===== src/hw/rtl/mbca_pkg.sv =====
// codes, field widths and the result record of the credit admission block
// no dependencies; used by the top level, its checker and the testbench
package mbca_pkg;

	localparam int STATUS_W = 3;
	localparam int WHO_W    = 2;
	localparam int OP_W     = 3;
	localparam int MSGS_W   = 32;
	localparam int BYTES_W  = 48;
	localparam int SIZE_W   = 32;
	localparam int TICKS_W  = 32;
	localparam int CFG_W    = 48;
	localparam int CFG_IDX_W = 2;

	localparam int IN_DATA_W  = 72;
	localparam int OUT_DATA_W = 88;

	localparam logic [OP_W-1:0] OP_ACQUIRE = 3'd0;
	localparam logic [OP_W-1:0] OP_RELEASE = 3'd1;
	localparam logic [OP_W-1:0] OP_OPEN    = 3'd2;
	localparam logic [OP_W-1:0] OP_CLOSE   = 3'd3;
	localparam logic [OP_W-1:0] OP_DRAIN   = 3'd4;
	localparam logic [OP_W-1:0] OP_TICK    = 3'd5;

	localparam logic [STATUS_W-1:0] ST_OK       = 3'd0;
	localparam logic [STATUS_W-1:0] ST_NO_SPACE = 3'd1;
	localparam logic [STATUS_W-1:0] ST_SHUTDOWN = 3'd2;
	localparam logic [STATUS_W-1:0] ST_TIMED_OUT = 3'd3;
	localparam logic [STATUS_W-1:0] ST_RANGE    = 3'd4;
	localparam logic [STATUS_W-1:0] ST_BUSY     = 3'd5;
	localparam logic [STATUS_W-1:0] ST_WAITING  = 3'd6;

	// who a result answers; also the kind of waiter in the slot
	localparam logic [WHO_W-1:0] WHO_ITEM    = 2'd0;
	localparam logic [WHO_W-1:0] WHO_ACQUIRE = 2'd1;
	localparam logic [WHO_W-1:0] WHO_DRAIN   = 2'd2;

	localparam logic [CFG_IDX_W-1:0] CFG_MESSAGE_LIMIT = 2'd0;
	localparam logic [CFG_IDX_W-1:0] CFG_BYTE_LIMIT    = 2'd1;
	localparam logic [CFG_IDX_W-1:0] CFG_BLOCK_MODE    = 2'd2;
	localparam logic [CFG_IDX_W-1:0] CFG_ACQUIRE_WAIT  = 2'd3;

	localparam int QUEUE_DEPTH = 4;
	localparam int QPTR_W      = 2;

	typedef struct packed {
		logic [STATUS_W-1:0] status;
		logic [WHO_W-1:0]    answers_for;
		logic [MSGS_W-1:0]   messages_now;
		logic [BYTES_W-1:0]  bytes_now;
		logic                accepting_now;
		logic                last;
	} result_t;

endpackage


===== src/hw/rtl/message_byte_credit_admission.sv =====
// credit admission: message and byte counters, one wait slot, result queue
// depends on mbca_pkg
//
// Usage: requests enter on the s_ side (acquire, release, open, close,
// drain, one-millisecond tick) and results leave on the m_ side. Each request
// gives its own result, and may give a second one for the waiter in the slot
// (a blocked acquire or a waiting drain); tlast marks the final result of a
// request and tuser says whom a result answers. Limits, block mode and the
// acquire wait are written on the cfg_ port; the user must do so only while
// the block is idle, as the block itself does not enforce it. Results are
// registered in the result queue. Throughput: one request per cycle while
// results are taken; a request that also answers the waiter puts two results
// on the output. The rate is set by the counter update and the single output port.
// The result queue holds four entries and s_tready stays high while at least
// two are free, so a stalled receiver is absorbed for a few requests before
// the input side stalls. Nothing is lost or repeated under back-pressure.
// Reset: counters zero, admission closed, slot empty, all limits zero.
module message_byte_credit_admission #(
	parameter int COUNT_BITS = 32,
	parameter int TOTAL_BITS = 48,
	parameter int WAIT_BITS  = 32
) (
	input  logic                             clk,
	input  logic                             arst_n,
	input  logic                             s_tvalid,
	output logic                             s_tready,
	// operation [2:0], byte_count [34:3], drain_wait_ticks [66:35], zero pad
	input  logic [mbca_pkg::IN_DATA_W-1:0]   s_tdata,
	output logic                             m_tvalid,
	input  logic                             m_tready,
	// status [2:0], messages_now [34:3], bytes_now [82:35], accepting_now [83], zero pad
	output logic [mbca_pkg::OUT_DATA_W-1:0]  m_tdata,
	// answers_for [1:0]
	output logic [mbca_pkg::WHO_W-1:0]       m_tuser,
	output logic                             m_tlast,
	input  logic                             cfg_write,
	input  logic [mbca_pkg::CFG_IDX_W-1:0]   cfg_index,
	input  logic [mbca_pkg::CFG_W-1:0]       cfg_data
);
	import mbca_pkg::*;

	localparam int SUM_W = ((TOTAL_BITS > BYTES_W) ? TOTAL_BITS : BYTES_W) + 1;
	localparam int CMP_W = (COUNT_BITS > MSGS_W) ? COUNT_BITS : MSGS_W;
	localparam int TCK_W = (WAIT_BITS > TICKS_W) ? WAIT_BITS : TICKS_W;

	logic [MSGS_W-1:0]     msg_limit_q;
	logic [BYTES_W-1:0]    byte_limit_q;
	logic                  block_mode_q;
	logic [TICKS_W-1:0]    acq_wait_q;

	logic [COUNT_BITS-1:0] count_q, count_d;
	logic [TOTAL_BITS-1:0] total_q, total_d;
	logic                  accepting_q, accepting_d;
	logic [WHO_W-1:0]      wkind_q, wkind_d;
	logic [SIZE_W-1:0]     wbytes_q, wbytes_d;
	logic [WAIT_BITS-1:0]  wcd_q, wcd_d;
	logic                  wforever_q, wforever_d;

	logic [OP_W-1:0]       op;
	logic [SIZE_W-1:0]     size;
	logic [TICKS_W-1:0]    dwait;
	logic                  accept;
	logic [STATUS_W-1:0]   st, wst;
	logic [WHO_W-1:0]      wwho;
	logic                  wres;
	logic [COUNT_BITS-1:0] rel_count;
	logic [TOTAL_BITS-1:0] rel_total;
	logic [WAIT_BITS-1:0]  cd_dec;
	result_t               res0, res1;

	result_t               queue_q [QUEUE_DEPTH];
	logic [QPTR_W-1:0]     wr_q, rd_q;
	logic [QPTR_W:0]       occ_q;
	logic                  pop;

	function automatic logic room_for(input logic [COUNT_BITS-1:0] cnt,
			input logic [TOTAL_BITS-1:0] tot, input logic [SIZE_W-1:0] b);
		logic [SUM_W-1:0] sum;
		logic             ok;
		begin
			sum = SUM_W'(tot) + SUM_W'(b);
			ok = 1'b1;
			if (&cnt)
				ok = 1'b0;
			if (sum > SUM_W'({TOTAL_BITS{1'b1}}))
				ok = 1'b0;
			if (msg_limit_q != '0 && CMP_W'(cnt) >= CMP_W'(msg_limit_q))
				ok = 1'b0;
			if (byte_limit_q != '0 && sum > SUM_W'(byte_limit_q))
				ok = 1'b0;
			room_for = ok;
		end
	endfunction

	// wait length into the slot, saturating at the countdown width
	function automatic logic [WAIT_BITS-1:0] sat_ticks(input logic [TICKS_W-1:0] t);
		begin
			if (TCK_W'(t) > TCK_W'({WAIT_BITS{1'b1}}))
				sat_ticks = '1;
			else
				sat_ticks = WAIT_BITS'(t);
		end
	endfunction

	assign op     = s_tdata[OP_W-1:0];
	assign size   = s_tdata[OP_W +: SIZE_W];
	assign dwait  = s_tdata[OP_W+SIZE_W +: TICKS_W];
	assign accept = s_tvalid && s_tready;

	assign rel_count = count_q - 1'b1;
	assign rel_total = total_q - TOTAL_BITS'(size);
	assign cd_dec    = (wcd_q != '0) ? wcd_q - 1'b1 : '0;

	always_comb begin
		count_d     = count_q;
		total_d     = total_q;
		accepting_d = accepting_q;
		wkind_d     = wkind_q;
		wbytes_d    = wbytes_q;
		wcd_d       = wcd_q;
		wforever_d  = wforever_q;
		st          = ST_OK;
		wst         = ST_OK;
		wwho        = WHO_ITEM;
		wres        = 1'b0;
		case (op)
			OP_ACQUIRE: begin
				if (byte_limit_q != '0 && BYTES_W'(size) > byte_limit_q) begin
					st = ST_NO_SPACE;
				end else if (!accepting_q) begin
					st = ST_SHUTDOWN;
				end else if (room_for(count_q, total_q, size)) begin
					count_d = count_q + 1'b1;
					total_d = total_q + TOTAL_BITS'(size);
				end else if (!block_mode_q) begin
					st = ST_NO_SPACE;
				end else if (wkind_q != WHO_ITEM) begin
					st = ST_BUSY;
				end else if (acq_wait_q == '0) begin
					st = ST_TIMED_OUT;
				end else begin
					wkind_d    = WHO_ACQUIRE;
					wbytes_d   = size;
					wforever_d = &acq_wait_q;
					wcd_d      = sat_ticks(acq_wait_q);
					st         = ST_WAITING;
				end
			end
			OP_RELEASE: begin
				if (count_q == '0 || SUM_W'(total_q) < SUM_W'(size)) begin
					st = ST_RANGE;
				end else begin
					count_d = rel_count;
					total_d = rel_total;
					// the slot is re-checked against the counts after the release
					if (wkind_q == WHO_ACQUIRE) begin
						if (!accepting_q) begin
							wres    = 1'b1;
							wst     = ST_SHUTDOWN;
							wwho    = WHO_ACQUIRE;
							wkind_d = WHO_ITEM;
						end else if (room_for(rel_count, rel_total, wbytes_q)) begin
							count_d = rel_count + 1'b1;
							total_d = rel_total + TOTAL_BITS'(wbytes_q);
							wres    = 1'b1;
							wst     = ST_OK;
							wwho    = WHO_ACQUIRE;
							wkind_d = WHO_ITEM;
						end
					end else if (wkind_q == WHO_DRAIN && rel_count == '0) begin
						wres    = 1'b1;
						wst     = ST_OK;
						wwho    = WHO_DRAIN;
						wkind_d = WHO_ITEM;
					end
				end
			end
			OP_OPEN: begin
				if (count_q != '0 || total_q != '0)
					st = ST_BUSY;
				else
					accepting_d = 1'b1;
			end
			OP_CLOSE: begin
				accepting_d = 1'b0;
				if (wkind_q == WHO_ACQUIRE) begin
					wres    = 1'b1;
					wst     = ST_SHUTDOWN;
					wwho    = WHO_ACQUIRE;
					wkind_d = WHO_ITEM;
				end
			end
			OP_DRAIN: begin
				if (count_q == '0) begin
					st = ST_OK;
				end else if (dwait == '0) begin
					st = ST_TIMED_OUT;
				end else if (wkind_q != WHO_ITEM) begin
					st = ST_BUSY;
				end else begin
					wkind_d    = WHO_DRAIN;
					wbytes_d   = '0;
					wforever_d = &dwait;
					wcd_d      = sat_ticks(dwait);
					st         = ST_WAITING;
				end
			end
			OP_TICK: begin
				if (wkind_q != WHO_ITEM && !wforever_q) begin
					wcd_d = cd_dec;
					if (cd_dec == '0) begin
						wres    = 1'b1;
						wst     = ST_TIMED_OUT;
						wwho    = wkind_q;
						wkind_d = WHO_ITEM;
					end
				end
			end
			default: begin
			end
		endcase
	end

	always_comb begin
		res0.status        = st;
		res0.answers_for   = WHO_ITEM;
		res0.messages_now  = MSGS_W'(count_d);
		res0.bytes_now     = BYTES_W'(total_d);
		res0.accepting_now = accepting_d;
		res0.last          = !wres;
		res1               = res0;
		res1.status        = wst;
		res1.answers_for   = wwho;
		res1.last          = 1'b1;
	end

	always_ff @(posedge clk or negedge arst_n) begin
		if (!arst_n) begin
			msg_limit_q  <= '0;
			byte_limit_q <= '0;
			block_mode_q <= 1'b0;
			acq_wait_q   <= '0;
		end else if (cfg_write) begin
			case (cfg_index)
				CFG_MESSAGE_LIMIT: msg_limit_q  <= cfg_data[MSGS_W-1:0];
				CFG_BYTE_LIMIT:    byte_limit_q <= cfg_data[BYTES_W-1:0];
				CFG_BLOCK_MODE:    block_mode_q <= cfg_data[0];
				CFG_ACQUIRE_WAIT:  acq_wait_q   <= cfg_data[TICKS_W-1:0];
				default: begin
				end
			endcase
		end
	end

	always_ff @(posedge clk or negedge arst_n) begin
		if (!arst_n) begin
			count_q     <= '0;
			total_q     <= '0;
			accepting_q <= 1'b0;
			wkind_q     <= WHO_ITEM;
			wbytes_q    <= '0;
			wcd_q       <= '0;
			wforever_q  <= 1'b0;
		end else if (accept) begin
			count_q     <= count_d;
			total_q     <= total_d;
			accepting_q <= accepting_d;
			wkind_q     <= wkind_d;
			wbytes_q    <= wbytes_d;
			wcd_q       <= wcd_d;
			wforever_q  <= wforever_d;
		end
	end

	// result queue: one or two entries pushed per request, one popped per cycle while m_tready is high
	assign pop      = m_tvalid && m_tready;
	assign s_tready = occ_q <= (QPTR_W+1)'(QUEUE_DEPTH - 2);
	assign m_tvalid = occ_q != '0;

	always_ff @(posedge clk) begin
		if (accept) begin
			queue_q[wr_q] <= res0;
			if (wres)
				queue_q[wr_q + 1'b1] <= res1;
		end
	end

	always_ff @(posedge clk or negedge arst_n) begin
		if (!arst_n) begin
			wr_q  <= '0;
			rd_q  <= '0;
			occ_q <= '0;
		end else begin
			if (accept)
				wr_q <= wr_q + (wres ? QPTR_W'(2) : QPTR_W'(1));
			if (pop)
				rd_q <= rd_q + 1'b1;
			occ_q <= occ_q + (accept ? (wres ? (QPTR_W+1)'(2) : (QPTR_W+1)'(1)) : '0)
				- (pop ? (QPTR_W+1)'(1) : '0);
		end
	end

	assign m_tdata = {4'b0, queue_q[rd_q].accepting_now, queue_q[rd_q].bytes_now,
		queue_q[rd_q].messages_now, queue_q[rd_q].status};
	assign m_tuser = queue_q[rd_q].answers_for;
	assign m_tlast = queue_q[rd_q].last;

endmodule


===== config.mk =====
export PLATFORM = sky130hd
export DESIGN_NAME = message_byte_credit_admission
export DESIGN_NICKNAME = d
export VERILOG_FILES = /design/src/hw/rtl/mbca_pkg.sv /design/src/hw/rtl/message_byte_credit_admission.sv
export SDC_FILE = /design/constraint.sdc
export NUM_CORES = 2
export LEC_CHECK = 0
export BUFFER_PORTS_ARGS = -buffer_cell sky130_fd_sc_hd__buf_2
export CAP_MARGIN = 30
export CORE_MARGIN = 3
export CORE_UTILIZATION = 40
export CTS_CLUSTER_DIAMETER = 40
export DETAILED_ROUTE_END_ITERATION = 16
export GPL_TIMING_DRIVEN = 0
export SLEW_MARGIN = 0
export SYNTH_ARGS = -nofsm -noshare
export SYNTH_HDL_FRONTEND = slang
export SYNTH_SLANG_ARGS = --single-unit

===== constraint.sdc =====
create_clock -name clk -period 11.3 [get_ports clk]
set_clock_uncertainty 0.1 [all_clocks]
set_input_delay 1.13 -clock clk [delete_from_list [all_inputs] [get_ports clk]]
set_output_delay 1.13 -clock clk [all_outputs]
set_load 0.05 [all_outputs]

==> impl_metrics.env <==
export IMPL_fin_crit_sh_pct=97.9
export IMPL_critPathKind="input pin to flip-flop"
export IMPL_root_buffer="clkbuf_16"
export IMPL_dp_hpwl_mm=138
export IMPL_overflow=0
export IMPL_cts_inserted_buffers=99
export IMPL_hold_worst_slack_ns=0.339
export IMPL_io_pins=220
export IMPL_routabilityCongestion=1.01
export IMPL_setup_viol_count_final=0
export IMPL_cts_buffer_depth=3
export IMPL_area_growth_pct=16.2
export IMPL_synthFlopType="edfxtp_1"
export IMPL_portBuffers=209
export IMPL_crit_path_end_kind="flip-flop"
export IMPL_path_buf_inv=7
export IMPL_critPathLaunchType="input pin"
export IMPL_cp_data_required_time_ns=11.61
export IMPL_die_h_um=332
export IMPL_die_area_um2=110000
export IMPL_async_flop_share_pct=43.5
export IMPL_placed_area_um2=45700
export IMPL_grt_pass1_wl_mm=254
export IMPL_antenna_found_initial=11
export IMPL_netlist_area_leader_share_pct=24.0
export IMPL_wl_per_cell_um=27.7
export IMPL_register_area_um2=17100
export IMPL_synth_area_um2=42600
export IMPL_grt_usage_pct=30.8
export IMPL_grtUsageMet2_pct=45.9
export IMPL_yosysTopAreaCell="edfxtp_1"
export IMPL_peakVddDrop_mv=0.211
export IMPL_synth_edf_count=340
export IMPL_drc=0
export IMPL_fmax_mhz=90.4
export IMPL_initialDrtViolationCount=4801
export IMPL_grt_pass1_vias=37106
export IMPL_slowest_stage="a211oi_2"
export IMPL_fill_cells=10199
export IMPL_clock_sinks=616
export IMPL_met1_usage_pct=43.5
export IMPL_synth_warnings=0
export IMPL_wl_mm=175
export IMPL_period_needed_ns=11.06
export IMPL_clk_latency_ns=0.69
export IMPL_dp_cells=6108
export IMPL_dr_pass1_iters=7
export IMPL_finalNonFillerCells=6305
export IMPL_num_rows=119
export IMPL_drive_gt1_share_pct=15.3
export IMPL_yosysSeqAreaShare_pct=40.1
export IMPL_synth_area_per_cell_um2=9.51
export IMPL_avgViaCountPerCell=6.18
export IMPL_cap_violations=0
export IMPL_report_final_slew_viol_count=0
export IMPL_clk_pin_slew_worst_paths_ns=0.06
export IMPL_dr_total_vias=38975
export IMPL_fin_util_pct=46.9
export IMPL_top_usage_layer="met2"
export IMPL_cp_top_family="compound AO/OA/AOI/OAI gates"
export IMPL_core_area_um2=105000
export IMPL_initial_utilization_pct=40.4
export IMPL_grt_max_degree=95
export IMPL_ff2ff_setup_slack_ns=0.49
export IMPL_worstPathMaxFanout=10
export IMPL_tns_ns=0
export IMPL_final_nets=5252
export IMPL_hold_violations=0
export IMPL_p_per_area_nw_per_um2=279
export IMPL_yosys_top_cells_area="edfxtp_1 (24%), dfrtp_1 (16%), ha_1 (8.8%)"
export IMPL_multiInputGateArea_um2=23800
export IMPL_max_slew_margin_pct=25.2
export IMPL_arrival_ns=11.37
export IMPL_die_x_um=332
export IMPL_synth_distinct_cells=104
export IMPL_p_leak_nw=19.5
export IMPL_cp_slowest_stage_delay_ns=0.61
export IMPL_grtUsageMet3_pct=6.65
export IMPL_status="complete, no violations"
export IMPL_cts_tree="built"
export IMPL_synth_seq_cells=616
export IMPL_fin_area_um2=49500
export IMPL_hp_class="input pin to asynchronous set/reset pin"
export IMPL_synthCells=4481
export IMPL_tightest_slew_ns=1.12
export IMPL_htree_levels=3
export IMPL_drtAntennaViolNets=0
==> cells in the final DEF, fill, tap and decap left out, drive strengths merged, types with 17 or more instances in the layout <==
cell type and n:
a211oi 45, inv 245, o21ai 270, mux2 91, dfrtp 268, a222oi 17, buf 320, mux4 87
a221oi 49, nor3 107, o21bai 24, or4 25, nor4 109, a21o 56, a31oi 35, or2 24
ha 298, a21oi 263, clkbuf 290, mux2i 18, nand2 403, xor2 54, and2 38, nor2b 28
o211ai 29, o31ai 63, xnor2 145, edfxtp 340, clkinv 30, nand2b 21, nand4 100, and3 32
nor2 574, or3 32, o21a 26, a22oi 20, nand3 87
==> worst register-to-register path: cells and delay by family, from the launching register on <==
family	cells	cell delay, ns
buf+inv	5	1.04
fa+ha+maj	4	1.41
compound gates	15	3.68
xor+xnor	3	0.60
flops	1	0.56
simple gates	11	3.19
==> sequential cells by signal, summed over array words and instances (netlist names) <==
name / count
accepting_q: 1
total_q: 48
wr_q: 2
occ_q: 3
rd_q: 2
byte_limit_q: 48
wbytes_q: 32
queue_q: 348
wcd_q: 32
wkind_q: 2
count_q: 32
msg_limit_q: 32
acq_wait_q: 32
block_mode_q: 1
wforever_q: 1
==> layout make-up <==
class,count,share of cell area (%)
inverters,224,1.73
well taps,1391,3.52
diodes,5,0.0253
clock inverters,69,1.86
clock buffers,118,5.33
multi-input cells,3389,48.1
flip-flops and latches,616,34.5
repair buffers,238,2.87
plain buffers,255,2.10
==> routing by layer <==
layer / share of wire, % / vias up
met5: 0.021 / -
met4: 4.6 / 4
met3: 10 / 383
met2: 42 / 2119
met1: 43 / 19121
li1: - / 17348
==> power by group <==
group	switching [mW]	total [mW]	leakage, nW	internal, mW
Combinational	4.98	7.42	11.2	2.44
Clock	1.25	3.22	1.72	1.97
Sequential	0.376	3.18	6.65	2.80
Total	6.60	13.8	19.5	7.21
==> final timing paths <==
| kind | start | endpoint | cells past startpoint |
|---|---|---|---|
| min in group clk | queue_q[3][0]$_SDFFE_PP1P_ | queue_q[3][0]$_SDFFE_PP1P_ | 1 |
| worst min register to register | queue_q[3][0]$_SDFFE_PP1P_ | queue_q[3][0]$_SDFFE_PP1P_ | 1 |
| worst max register to register | total_q[0]$_DFFE_PN0P_ | queue_q[1][44]$_DFFE_PP_ | 38 |
| worst max-delay path | s_tdata[7] | queue_q[1][44]$_DFFE_PP_ | 41 |
| max in group asynchronous | arst_n | count_q[21]$_DFFE_PN0P_ | 3 |
| worst min-delay path | arst_n | wbytes_q[12]$_DFFE_PN0P_ | 1 |
==> through the flow <==
| stage | setup WS [ns] | total power [mW] |
|---|---|---|
| after detailed placement | -1.39 | 10.4 |
| after floorplan | 1.01 | 8.13 |
| after global routing | -0.0376 | 14.5 |
| after global placement | -3.38 | 10.4 |
| final | 0.241 | 13.8 |
| after CTS | 0.0293 | 13.7 |
==> repair_timing <==
action / 4_1_cts / 5_1_grt
setup buffers: 3 / 1
hold buffers: 0 / 0
setup endpoints to repair: 471 / 429
resized for setup: 7 / 14
pin swaps: 0 / 1
==> synthesized netlist by cell type, drive strengths merged (17+ instances only) <==
cell type,count
a211oi,45
a21o,56
a21oi,263
a221oi,49
a222oi,17
a22oi,20
a31oi,35
and2,38
and3,32
buf,83
clkbuf,172
dfrtp,268
edfxtp,340
ha,298
inv,223
mux2,91
mux2i,18
mux4,87
nand2,403
nand2b,21
nand3,87
nand4,100
nor2,574
nor2b,28
nor3,107
nor4,109
o211ai,29
o21a,26
o21ai,270
o21bai,24
o31ai,63
or2,24
or3,32
or4,25
xnor2,145
xor2,54
==> kinds of logic after synthesis <==
group                    count (synthesis)  synth area share (%)
XOR/XNOR                               199                  4.09
AND/OR/NAND/NOR                       1632                  18.2
flip-flops                             616                  40.1
buffers and inverters                  479                  4.42
multiplexers                           196                  7.44
other                                    1               0.00880
adder cells (fa/ha/maj)                302                  8.94
AO/OA/AOI/OAI                         1056                  16.8
Power figures use the tool's default switching activity.
